[src/hw/rtl/tdf_pkg.sv]
// Shared constants, types and helper functions of the trigram document frequency block.
`default_nettype none

package tdf_pkg;

   // Sizes of the word buffer and of one histogram entry.
   localparam int MAX_WORD      = 128;
   localparam int COUNT_BITS    = 16;

   // Alphabet and trigram index space.
   localparam int ALPHA         = 26;
   localparam int TRI_DEPTH     = ALPHA * ALPHA * ALPHA;
   localparam int TRI_BITS      = $clog2(TRI_DEPTH);
   localparam int CODE_BITS     = 5;
   localparam int CHAR_BITS     = 8;

   // Per-word list of trigrams already counted.
   localparam int SEEN_DEPTH    = MAX_WORD - 2;
   localparam int SEEN_IDX_BITS = $clog2(SEEN_DEPTH);
   localparam int SEEN_CNT_BITS = $clog2(SEEN_DEPTH + 1);
   localparam int LETTER_BITS   = $clog2(MAX_WORD + 1);

   // Result widths and saturation limits.
   localparam int OUT_BITS      = 16;
   localparam int WORD_BITS     = 16;
   localparam int CNT_WIDE      = (COUNT_BITS > OUT_BITS) ? COUNT_BITS : OUT_BITS;
   localparam logic [COUNT_BITS-1:0] COUNT_MAX = {COUNT_BITS{1'b1}};
   localparam logic [WORD_BITS-1:0]  WORD_MAX  = {WORD_BITS{1'b1}};
   localparam logic [CNT_WIDE-1:0]   OUT_MAX   = CNT_WIDE'({OUT_BITS{1'b1}});

   // Character codes used for case folding.
   localparam logic [CHAR_BITS-1:0] CHAR_UPPER_A = 8'h41;
   localparam logic [CHAR_BITS-1:0] CHAR_UPPER_Z = 8'h5A;
   localparam logic [CHAR_BITS-1:0] CHAR_LOWER_A = 8'h61;
   localparam logic [CHAR_BITS-1:0] CHAR_LOWER_Z = 8'h7A;

   // Request kinds.
   localparam logic ACTION_FEED  = 1'b0;
   localparam logic ACTION_QUERY = 1'b1;

   // Commands from the controller to the datapath.
   typedef struct packed {
      logic clear;
      logic load;
      logic scan;
      logic hist_read;
      logic commit;
   } tdf_cmd_type;

   // Status from the datapath to the controller.
   typedef struct packed {
      logic clear_last;
      logic is_query;
      logic query_ok;
      logic makes_trigram;
      logic scan_done;
   } tdf_status_type;

   // True when the byte is a letter of either case.
   function automatic logic is_letter(input logic [CHAR_BITS-1:0] b);
      is_letter = ((b >= CHAR_UPPER_A) && (b <= CHAR_UPPER_Z)) ||
                  ((b >= CHAR_LOWER_A) && (b <= CHAR_LOWER_Z));
   endfunction

   // Case-folded letter code, a=0 to z=25; meaningless for non-letters.
   function automatic logic [CODE_BITS-1:0] letter_code(input logic [CHAR_BITS-1:0] b);
      logic [CHAR_BITS-1:0] diff;
      if (b <= CHAR_UPPER_Z) begin
         diff = b - CHAR_UPPER_A;
      end else begin
         diff = b - CHAR_LOWER_A;
      end
      letter_code = diff[CODE_BITS-1:0];
   endfunction

   // Histogram address of a trigram: first*676 + second*26 + third.
   function automatic logic [TRI_BITS-1:0] trigram_index(input logic [CODE_BITS-1:0] a,
                                                         input logic [CODE_BITS-1:0] b,
                                                         input logic [CODE_BITS-1:0] c);
      trigram_index = TRI_BITS'(a) * TRI_BITS'(ALPHA * ALPHA) +
                      TRI_BITS'(b) * TRI_BITS'(ALPHA) + TRI_BITS'(c);
   endfunction

   // Limits a histogram count to the result field.
   function automatic logic [OUT_BITS-1:0] clip_count(input logic [COUNT_BITS-1:0] v);
      logic [CNT_WIDE-1:0] wide;
      wide = CNT_WIDE'(v);
      if (wide > OUT_MAX) begin
         wide = OUT_MAX;
      end
      clip_count = wide[OUT_BITS-1:0];
   endfunction

endpackage

`default_nettype wire

[src/hw/rtl/tdf_ctrl.sv]
// Controller state machine that sequences clearing, scanning and histogram updates.
`default_nettype none

module tdf_ctrl import tdf_pkg::*; (
   input  wire logic           clock,
   input  wire logic           reset,
   input  wire logic           start,
   output logic                busy,
   output logic                rsp_valid,
   output tdf_cmd_type         cmd,
   input  wire tdf_status_type status
);

   typedef enum logic [6:0] {
      ST_CLEAR  = 7'b0000001,
      ST_IDLE   = 7'b0000010,
      ST_DECODE = 7'b0000100,
      ST_SCAN   = 7'b0001000,
      ST_HREAD  = 7'b0010000,
      ST_COMMIT = 7'b0100000,
      ST_RESP   = 7'b1000000
   } tdf_state_type;

   tdf_state_type state_ff;
   tdf_state_type state_in;

   // Next state and commands.
   always_comb begin
      state_in = state_ff;
      cmd      = '0;
      case (state_ff)
         ST_CLEAR: begin
            cmd.clear = 1'b1;
            if (status.clear_last) begin
               state_in = ST_IDLE;
            end
         end
         ST_IDLE: begin
            if (start) begin
               cmd.load = 1'b1;
               state_in = ST_DECODE;
            end
         end
         ST_DECODE: begin
            if (status.is_query) begin
               state_in = status.query_ok ? ST_HREAD : ST_COMMIT;
            end else begin
               state_in = status.makes_trigram ? ST_SCAN : ST_COMMIT;
            end
         end
         ST_SCAN: begin
            cmd.scan = 1'b1;
            if (status.scan_done) begin
               state_in = ST_HREAD;
            end
         end
         ST_HREAD: begin
            cmd.hist_read = 1'b1;
            state_in      = ST_COMMIT;
         end
         ST_COMMIT: begin
            cmd.commit = 1'b1;
            state_in   = ST_RESP;
         end
         ST_RESP: begin
            state_in = ST_IDLE;
         end
         default: begin
            state_in = ST_IDLE;
         end
      endcase
   end

   // State register; reset starts the histogram clearing pass.
   always_ff @(posedge clock) begin
      if (reset) begin
         state_ff <= ST_CLEAR;
      end else begin
         state_ff <= state_in;
      end
   end

   // Handshake outputs.
   assign busy      = (state_ff != ST_IDLE);
   assign rsp_valid = (state_ff == ST_RESP);

endmodule

`default_nettype wire

[config.mk]
export PLATFORM = sky130hd
export DESIGN_NAME = tdf_ctrl
export DESIGN_NICKNAME = d
export VERILOG_FILES = /design/src/hw/rtl/tdf_pkg.sv /design/src/hw/rtl/tdf_ctrl.sv
export SDC_FILE = /design/constraint.sdc
export NUM_CORES = 1
export LEC_CHECK = 0
export ABC_AREA = 1
export BUFFER_PORTS_ARGS = -buffer_cell sky130_fd_sc_hd__clkbuf_2
export CAP_MARGIN = 10
export CORE_AREA = 2 2 39 41
export CTS_BUF_LIST = sky130_fd_sc_hd__clkbuf_8
export DETAILED_ROUTE_END_ITERATION = 10
export DIE_AREA = 0 0 41 43
export HOLD_SLACK_MARGIN = 0.03
export SLEW_MARGIN = 20
export SYNTH_ARGS = -nofsm -noshare
export SYNTH_HDL_FRONTEND = slang
export SYNTH_SLANG_ARGS = --single-unit
[constraint.sdc]
create_clock -name clock -period 1 [get_ports clock]
set_input_delay 0.05 -clock clock [delete_from_list [all_inputs] [get_ports clock]]
set_output_delay 0.05 -clock clock [all_outputs]
set_load 0.01 [all_outputs]
* Yosys cells after proc, flatten, opt, wreduce, memory -nomap -nowiden
Index checks and enable logic that the tools add are counted.
Word-level totals: register bits after elaboration 7, latch bits 0, bits in writable memories 0, ROM bits 0, output and inout port bits 7, logic and storage cells 26, memories kept 0
Cells by class: add/subtract/negate cells 0, multipliers 0, div/mod/pow operators 0, $lt $le $gt $ge 0, equal/unequal tests 11, shift-type cells 0, mux-type cells 13, bitwise gates (word level) 0, reduce and logical (&&, ||, !) cells 1
Operators by type and width (count):
- 7-bit case mux with 6 select lines | 1
- 7-bit two-way mux | 3
- 6-bit two-way mux | 3
- 7-bit by 1-bit equality test with 1-bit output, second input constant | 1
- 7-bit by 2-bit equality test with 1-bit output, second input constant | 1
- 7-bit by 3-bit equality test with 1-bit output, second input constant | 1
- 7-bit by 4-bit equality test with 1-bit output, second input constant | 1
- 7-bit by 5-bit equality test with 1-bit output, second input constant | 1
- 7-bit by 6-bit equality test with 1-bit output, second input constant | 1
- 7-bit equality test, second input constant | 1
- 7-bit by 2-bit != test with 1-bit output, second input constant | 1
- 1-bit two-way mux | 6
- 2-bit != test, second input constant | 3
- 3-bit AND reduction | 1

* Logic depth before layout (Yosys ltp)
Gate-level depths: netlist of run 1.
depth in word-level cells 3, mapped depth 9

* Worst setup path after synthesis of run 1
Ideal clock, no wire load.
path type register to register, from reg state_ff[4], to reg state_ff[1], library setup time 0.115 ns, data arrival time 1.002 ns, required time 0.885 ns, slack -0.118 ns, cell stages (with the launch flop) 9, path buffers 0, period minus slack after synthesis 1.118 ns, path through dfxtp_1 -> nor2_2 -> nand2_1 -> nor2_2 -> nor2_1 -> nand3_1 -> nand2_1 -> nand2_1 -> nor2_1
Between the ends: cells in the longest elaborated chain, start to end 3
Ends and longest elaborated chain:
- start, declared | RTL line tdf_ctrl.sv:24 | tdf_state_type state_ff;
- start signal, assigned | RTL line tdf_ctrl.sv:79 | state_ff <= state_in;
- 7-bit by 1-bit equality test with 1-bit output (tied with other cells) | RTL line tdf_ctrl.sv:31 | case (state_ff)
- 2-bit != test (no line)
- 3-bit AND reduction (no line)
Parallel ways exist; a longest one is shown, timed or not. A chain may end at the register's enable or synchronous reset.

==> metrics.txt, run 1 <==
Worst R2R Start=state_ff[6]$_SDFFE_PP0P_; critical path launch point=state_ff[2]$_SDFFE_PP0P_; layout net count=117; Congestion Overflow GR=0; WL/cell=11.4 µm; CTS tree=yes; Die Width=41 µm; register area share after synthesis=31.4%; metal2 WL=730 µm; Max rail drop VDD=704 µV; achievable clock frequency=0.784 GHz; period utilization=128%; fin area=925 µm²; Starting Density=32.3%; violated checks=negative setup slack; Clock Latency Late Sink=230 ps; hold buffer count at CTS=0; worst path required time=950 ps; Root Buffer=clkbuf_8; Routed Antenna Nets=0; crit path DAT=1230 ps; Worst Hold Path Cells=2; HP Start=reset; Worst Tran Pin Value=194 ps; main area contributors after synthesis=dfxtp_1, nand2_1, nor2_2; status=finished with violations; DRT met1 WL=609 µm; drt pass-1 iters=4; total routed wirelength=1410 µm; setup ws final=-275 ps; final setup violating endpoints=14; dominant synthesized flop cell=dfxtp_1; H-tree depth=1; Worst setup EP type=output port; Post-DP HPWL=911 µm; max_slew headroom=87.0%; dominant cell type by area after synthesis=dfxtp_1; Leak Pwr=0.421 nW; Syn Inst Count=70; Die Area=1760 µm²; post-synthesis cell area=447 µm²; Syn Nets=78; crit start category=flop; Post-synth ARST share=0%; final hold viol count=0; skew final=0.442 ps; Seq cells post-synth=7; area share of the largest cell type after synthesis=31.4%; Fill cells=119; Layout Utilization=66.8%; placed cell areas=651 µm²; core area=1380 µm²; Post-synth EDFFs=0; placed cells=110; violation count after the first detailed-route iteration=9; most frequent cells after synthesis=nand2_1, nor2_1, dfxtp_1, nor2_2; Pins Over Slew Limit=0; Cell variety after synth=17; Ports=15; post-synthesis average cell area=6.38 µm²; Max Root-Sink Buffers=2; die height=43 µm; row cnt=14; ANT cells=0; Max Cap Viol=0; Area Growth Syn to Fin=107%; vias in the first global route=504; Power Total=0.000851 W; vias post-DR=579; DRC violations left=0; Synthesis Warnings=0; metal3 WL=49 µm; most common cell in the synthesized netlist=nand2_1; Largest Register=state_ff; GRT Total Usage=17.1%; pwr dens=921 nW/µm²; CP Class=reg2out; clk sinks=7; layout cells sized above 1=69.4%; initial antenna violation count=0; routability cong.=0.768; worst reg2reg path depth=10; Final min period=1280 ps; Via density=4.67; clk slew on worst S/H paths=40 ps; clock buffer count from CTS=3; top flop regs=state_ff: 7 flops; CP max FO=4; Hold WC Path Type=in2reg; RSZ-0062 raised after global routing=true; Non-Filler Instances=124; top routing layer used=met4; first-pass GRT wire length=2010 µm; # port buffers=14; largest net degree at the start of global routing=6; max FFs per register=7
==> area by class of cell <==
class / count / area [µm²] / area share [%]
multi-input cells: 52 / 389 / 42.1
clock buffers: 3 / 41.3 / 4.47
well taps: 16 / 20.0 / 2.17
inverters: 11 / 43.8 / 4.74
clock inverters: 1 / 3.75 / 0.406
flip-flops and latches: 7 / 154 / 16.6
repair buffers: 34 / 273 / 29.5
==> report_power, final <==
part           switching, W  internal [W]
sequential        0.0000133      0.000289
clock              0.000115      0.000265
combinational     0.0000917     0.0000776
total              0.000220      0.000631
==> worst max-delay path, cell delays in order (launching register included) <==
cell and delay (ps):
dfxtp_4 360, inv_4 70, nand2_4 50, nor2_4 100
nand2_2 90, buf_6 120, nor2_1 70, buf_2 130
==> per-stage QoR <==
stage / hold slack, ps / setup slack (ps) / TNS [ps]
CTS: 37.2 / -291 / -2390
floorplan: 112 / -44.6 / -87.7
global route: 58.5 / -351 / -3430
finish: 38.6 / -275 / -2590
detailed placement: 283 / -186 / -733
global placement: 281 / -161 / -608
==> layer usage <==
metal | vias to the layer above | GRT usage, %
met5 | - | 0
met4 | 0 | 10.0
met3 | 6 | 3.14
met2 | 18 | 25.9
met1 | 256 | 21.2
li1 | 299 | -
==> timing repair <==
item / 4_1_cts / 5_1_grt
pin swaps: 6 / 9
resized for setup: 24 / 20
buffers inserted: 8 / 4
setup endpoints to repair: 13 / 14
==> cells by family after synthesis <==
kind of cell           share of synthesized area, %
AND/OR/NAND/NOR                                55.7
buffers and inverters                          9.24
flip-flops                                     31.4
AO/OA/AOI/OAI                                  3.64
==> layout by cell type, fill, tap and decap left out, drive strengths merged <==
master,synthesis,routed
and3,1,1
inv,11,12
nor4,2,2
nand2,18,18
buf,0,26
o21ai,1,1
nor3,1,1
dfxtp,7,7
nand3,6,6
a31oi,1,1
nor2,20,20
clkbuf,0,11
nand3b,1,1
a21oi,1,1
==> final timing paths <==
check,endpoint,slack [ps]
setup / recovery,cmd[3],-280
hold / removal,state_ff[3]$_SDFFE_PP0P_,40
setup reg to reg,state_ff[1]$_SDFFE_PP0P_,-270
hold reg to reg,state_ff[3]$_SDFFE_PP0P_,690
Note: power is estimated with default switching activity, not from simulation.
==> inputs of run 2 (changes only) <==
--- a/config.mk
+++ b/config.mk
@@ -5,7 +5,6 @@
 export SDC_FILE = /design/constraint.sdc
 export NUM_CORES = 1
 export LEC_CHECK = 0
-export ABC_AREA = 1
 export BUFFER_PORTS_ARGS = -buffer_cell sky130_fd_sc_hd__clkbuf_2
 export CAP_MARGIN = 10
 export CORE_AREA = 2 2 39 41
==> metrics.txt, run 2 <==
Cell variety after synth=25 (+8); CP max FO=5 (+1); # port buffers=14 (unchanged); placed cells=91 (-17%); largest family of logic cells by synthesized area=simple AND/OR/NAND/NOR gates; Final min period=1390 ps (+112 ps); P_int=0.000677 W (+7.3%); Starting Density=30.8% (-1.4 points); vias in the first global route=486 (-3.6%); max_slew headroom=78.1% (-8.9 points); Post-synth ARST share=0% (unchanged); Worst setup EP type=output port; crit start category=flop; RSZ-0062 raised after global routing=true; final setup violating endpoints=14 (unchanged); Fill cells=123 (+3.4%); Pins Over Slew Limit=0 (unchanged); Seq cells post-synth=7 (unchanged); worst path required time=950 ps (about the same); setup ws final=-387 ps (-112 ps); Syn Inst Count=49 (-30%); Sw Pwr=0.000226 W (+2.5%); H-tree depth=1 (unchanged); max FFs per register=7 (unchanged); skew final=4.58 ps (+4.14 ps); Area Growth Syn to Fin=104%; post-synthesis mux area share=0% (unchanged); period utilization=139% (+11 points); Compound-Gate Fraction of Synth Area=19.1% (+15 points); Hold WC Path Type=in2reg; Layout Utilization=62.8% (-4.0 points); post-synthesis average cell area=8.71 µm² (+36%); CP delay by family, top=simple AND/OR/NAND/NOR gates; WL/cell=11.6 µm (+2.1%); Via density=4.85 (+3.8%); violated checks=negative setup slack; Worst Tran Pin Value=327 ps (+134 ps); Max Cap Viol=0 (unchanged); clk slew on worst S/H paths=40 ps (about the same); Routed Antenna Nets=0 (unchanged); Post-Synth Adder-Cell Area=0% (unchanged); core area=1380 µm² (unchanged); routability cong.=0.793 (+3.3%); main area contributors after synthesis=dfxtp_1, nor2_1, nor4_4; GRT Total Usage=16.6% (-0.42 points); row cnt=14 (unchanged); die height=43 µm (unchanged); WP buf/inv=1 (-2); Synthesis Warnings=0 (unchanged); violation count after the first detailed-route iteration=7 (-2); layout cells sized above 1=71.6% (+2.1 points); multi-input logic area=359 µm² (-7.7%); Post-DP HPWL=879 µm (-3.5%); Clock Latency Late Sink=230 ps (about the same); pwr dens=1040 nW/µm² (+13%); initial antenna violation count=0 (unchanged); Leak Pwr=0.392 nW (-7.0%); status=finished with violations; largest net degree at the start of global routing=6 (unchanged); CTS tree=yes; Crit-path slowest cell=nor4_4; dominant synthesized flop cell=dfxtp_1; Switching Share=25.0% (-0.88 points); Non-Filler Instances=104 (-16%); Congestion Overflow GR=0 (unchanged); Critical Path, Cell by Cell=nor4_4 > and4b_1 > buf_2; CP Class=reg2out; combinational power share=24.3% (+4.4 points); sequential share of power=32.9% (-2.6 points); total routed wirelength=1210 µm (-14%); crit path DAT=1340 ps (+110 ps); clock power share=42.8% (-1.8 points); Root Buffer=clkbuf_8; post-synthesis cell area=427 µm² (-4.5%); first-pass GRT wire length=1970 µm (-2.4%); drt pass-1 iters=4 (unchanged); sequential cell area=149 µm² (-3.3%); achievable clock frequency=0.721 GHz (-8.1%); register area share after synthesis=32.8% (+1.5 points); Simple-Gate Fraction of Synth Area=42.5% (-13 points); crit-path max cell delay=350 ps (about the same); xor-xnor portion of the synthesized cell area=2.05% (+2.1 points); setup_tns=-3950 ps (-1360 ps); Ports=15 (unchanged); commonest cells after routing, fill and taps aside=buf_4, buf_6, clkbuf_2, inv_1; Max Root-Sink Buffers=2 (unchanged); top flop regs=state_ff: 7 flops; commonest non-fill, non-tap cell in the layout=buf_4; Max rail drop VDD=972 µV (+38%); dominant cell type by area after synthesis=dfxtp_1; Die Area=1760 µm² (unchanged); Post-synth EDFFs=0 (unchanged); layout net count=97 (-17%); ANT cells=0 (unchanged); Syn Nets=57 (-27%); most frequent cells after synthesis=dfxtp_1, nor2_1, inv_1, nand2_1; clock buffer count from CTS=3 (unchanged); vias post-DR=504 (-13%); final hold viol count=0 (unchanged); area share of the largest cell type after synthesis=32.8% (+1.5 points); clk sinks=7 (unchanged); hold_ws=84.4 ps (+45.9 ps); Largest Register=state_ff; DRC violations left=0 (unchanged); Die Width=41 µm (unchanged)
run 2: cell count changes after synthesis, sizes merged, moves of 2 or more:
cell / change
nand2: -14
nor2: -13
inv: -7
nand3: -6
and2b: +2
and4b: +2
nor2b: +2
nor3: +2
o311a: +2
run 2: final timing paths:
kind,slack (ps),cells after the start,start,endpoint
worst min-delay path,80,2,reset,state_ff[3]$_SDFFE_PP0P_
worst min register to register,580,2,state_ff[3]$_SDFFE_PP0P_,state_ff[5]$_SDFFE_PP0P_
worst max-delay path,-390,3,state_ff[5]$_SDFFE_PP0P_,cmd[3]
worst max register to register,-310,4,state_ff[5]$_SDFFE_PP0P_,state_ff[2]$_SDFFE_PP0P_
run 2: cell type report:
type / count / share of cell area (%)
inverter: 4 / 1.73
clock buffer: 3 / 4.75
tap: 16 / 2.30
multi-input combinational: 38 / 41.3
timing repair buffer: 35 / 32.4
clock inverter: 1 / 0.432
sequential: 7 / 17.1
run 2: stage by stage:
stage | setup slack [ps] | power [W] | instance area (µm²)
2_1_floorplan | -185 | 0.000367 | 447
3_3_place_gp | -246 | 0.000435 | 639
3_5_place_dp | -231 | 0.000436 | 639
4_1_cts | -367 | 0.000886 | 818
5_1_grt | -461 | 0.000939 | 870
6_report | -387 | 0.000903 | 870
run 2: cell families after synthesis:
kind of cell | Yosys count
and+or+nand+nor | 27
xor gates and xnor gates | 1
DFF | 7
AOI/OAI and AO/OA | 10
buffers and inverters | 4
run 2: metal layers:
layer	share of wire (%)	up-vias	track usage (%)
li1	-	258	-
met1	43	231	18.9
met2	51	13	28.7
met3	5.2	2	3.14
met4	0.83	0	6.00
met5	0	-	0
run 2: power groups by stage:
stage / combinational (W) / sequential, W / clock (W)
finish: 0.000219 / 0.000297 / 0.000387
global route: 0.000234 / 0.000298 / 0.000407
CTS: 0.000201 / 0.000297 / 0.000388
detailed placement: 0.000132 / 0.000304 / 0
global placement: 0.000131 / 0.000304 / 0
floorplan: 0.0000619 / 0.000305 / 0
run 2: timing repair:
item                                    4_1_cts  5_1_grt
setup buffers                                 8        1
gates resized for setup                      18       15
hold buffers                                  0        0
pin swaps                                    10        6
endpoints found under the setup margin       14       14
==> inputs of run 3 (changes only) <==
--- a/config.mk
+++ b/config.mk
@@ -5,6 +5,7 @@
 export SDC_FILE = /design/constraint.sdc
 export NUM_CORES = 1
 export LEC_CHECK = 0
+export ABC_AREA = 1
 export BUFFER_PORTS_ARGS = -buffer_cell sky130_fd_sc_hd__clkbuf_2
 export CAP_MARGIN = 10
 export CORE_AREA = 2 2 39 41
@@ -12,6 +13,7 @@
 export DETAILED_ROUTE_END_ITERATION = 10
 export DIE_AREA = 0 0 41 43
 export HOLD_SLACK_MARGIN = 0.03
+export REMOVE_ABC_BUFFERS = 1
 export SLEW_MARGIN = 20
 export SYNTH_ARGS = -nofsm -noshare
 export SYNTH_HDL_FRONTEND = slang
==> metrics.txt, run 3 (synthesis results as in run 1) <==
pwr dens=1060 nW/µm² (+2.2%); commonest cells after routing, fill and taps aside=nand2_1, clkbuf_2, nor2_1, buf_4; CTS tree=yes; CP max FO=4 (-1); M2 GR Usage=26.3% (-2.5 points); Largest Register=state_ff; P_int=0.000619 W (-8.5%); placed cell areas=612 µm² (-4.3%); H-tree depth=1 (unchanged); Starting Density=32.3% (+1.4 points); Leak Pwr=0.371 nW (-5.4%); Area Growth Syn to Fin=72.8%; period utilization=121% (-18 points); final hold viol count=0 (unchanged); row cnt=14 (unchanged); achievable clock frequency=0.828 GHz (+15%); combinational power share=17.5% (-6.8 points); Final min period=1210 ps (-180 ps); layout cells sized above 1=62.0% (-9.6 points); vias post-DR=528 (+4.8%); Hold WC Path Type=in2reg; Fill cells=140 (+14%); clk sinks=7 (unchanged); crit-path max cell delay=330 ps (-20 ps); sequential cell area=148 µm² (-0.84%); drt pass-1 iters=4 (unchanged); Most Crowded Layer GR=met2; initial antenna violation count=0 (unchanged); WL/cell=9.82 µm (-16%); fin area=772 µm² (-11%); clk slew on worst S/H paths=40 ps (about the same); sequential share of power=36.9% (+4.0 points); met3 Resource Use GR=3.14% (unchanged); Power Total=0.000820 W (-9.2%); Root Buffer=clkbuf_8; status=finished with violations; first-pass GRT wire length=1920 µm (-2.4%); Pins Over Slew Limit=0 (unchanged); crit path DAT=1160 ps (-180 ps); Congestion Overflow GR=0 (unchanged); clock power share=45.6% (+2.8 points); max_slew headroom=87.7% (+9.6 points); Via density=4.55 (-6.1%); Routed Antenna Nets=0 (unchanged); Die Width=41 µm (unchanged); die height=43 µm (unchanged); Die Area=1760 µm² (unchanged); worst path required time=950 ps (about the same); total routed wirelength=1140 µm (-5.9%); met1 Usage GRT=17.7% (-1.2 points); routability cong.=0.767 (-3.4%); Post-DP HPWL=857 µm (-2.5%); Worst Tran Pin Value=182 ps (-145 ps); violated checks=negative setup slack; setup ws final=-207 ps (+180 ps); crit start category=flop; Ports=15 (unchanged); Worst setup EP type=output port; Max Root-Sink Buffers=2 (unchanged); DRC violations left=0 (unchanged); CP Class=reg2out; layout net count=109 (+12%); max FFs per register=7 (unchanged); ANT cells=0 (unchanged); violation count after the first detailed-route iteration=2 (-5); WP buf/inv=3 (+2); Max Cap Viol=0 (unchanged); GRT Total Usage=16.1% (-0.55 points); vias in the first global route=494 (+1.6%); Clock Latency Late Sink=220 ps (about the same); Sw Pwr=0.000200 W (-11%); Critical Path, Cell by Cell=inv_2 > nand2_2 > nor2_4 > nand2_4 > buf_4 > clkbuf_2; clock buffer count from CTS=3 (unchanged); final setup violating endpoints=13 (-1); hold_ws=68.3 ps (-16.2 ps); top flop regs=state_ff: 7 flops; Switching Share=24.4% (-0.58 points); skew final=0.392 ps (-4.19 ps); RSZ-0062 raised after global routing=true; commonest non-fill, non-tap cell in the layout=nand2_1; multi-input logic area=340 µm² (-5.2%); # port buffers=14 (unchanged); Crit-path slowest cell=dfxtp_2; worst slack, placed=-142 ps (+88.7 ps); Layout Utilization=55.8% (-7.1 points); core area=1380 µm² (unchanged); CP delay by family, top=flip-flops; largest net degree at the start of global routing=6 (unchanged); Max rail drop VDD=623 µV (-36%); hold buffer count at CTS=0 (unchanged)
## run 3: cell count changes in the layout (fill, tap and decap cells not counted), moves of 3 or more
cell,change
buf_4,-5
buf_6,-5
inv_2,+5
nand2_1,+9
nand2_4,+3
nand3_1,+4
nor2_1,+7
nor2_4,+6
## run 3: layer usage
metal	wire length [µm]	share of wire (%)	vias to the layer above
li1	-	-	280
met1	436	38	238
met2	670	59	10
met3	32	2.8	0
met4	0	0	0
met5	0	0	-
## run 3: area by class of cell
cell class,instances,share of cell area (%)
sequential,7,19.1
tap,16,2.59
multi-input combinational,52,44.1
inverter,11,5.35
timing repair buffer,26,23.0
clock buffer,3,5.35
clock inverter,1,0.486
## run 3: worst paths after layout
kind | slack (ps) | cells past startpoint | to | from
max | -210 | 6 | busy | state_ff[6]$_SDFFE_PP0P_
max reg2reg | -180 | 7 | state_ff[6]$_SDFFE_PP0P_ | state_ff[6]$_SDFFE_PP0P_
min reg2reg | 660 | 3 | state_ff[0]$_SDFFE_PP1P_ | state_ff[5]$_SDFFE_PP0P_
min | 70 | 2 | state_ff[4]$_SDFFE_PP0P_ | reset
## run 3: timing repair
item,CTS,global route
endpoints found under the setup margin,13,13
gates resized for setup,24,8
pin swaps,7,6
buffers inserted,2,0
## run 3: stage by stage
step                instances  TNS [ps]
floorplan                  70      -158
global placement          110      -562
detailed placement        110      -565
CTS                       116     -2140
global route              116     -3040
finish                    116     -2040
## run 3: power groups by stage
stage               logic (W)  clock network, W  registers (W)
floorplan           0.0000635                 0       0.000301
global placement     0.000111                 0       0.000302
detailed placement   0.000112                 0       0.000302
CTS                  0.000133          0.000382       0.000302
global route         0.000162          0.000396       0.000303
finish               0.000144          0.000374       0.000302
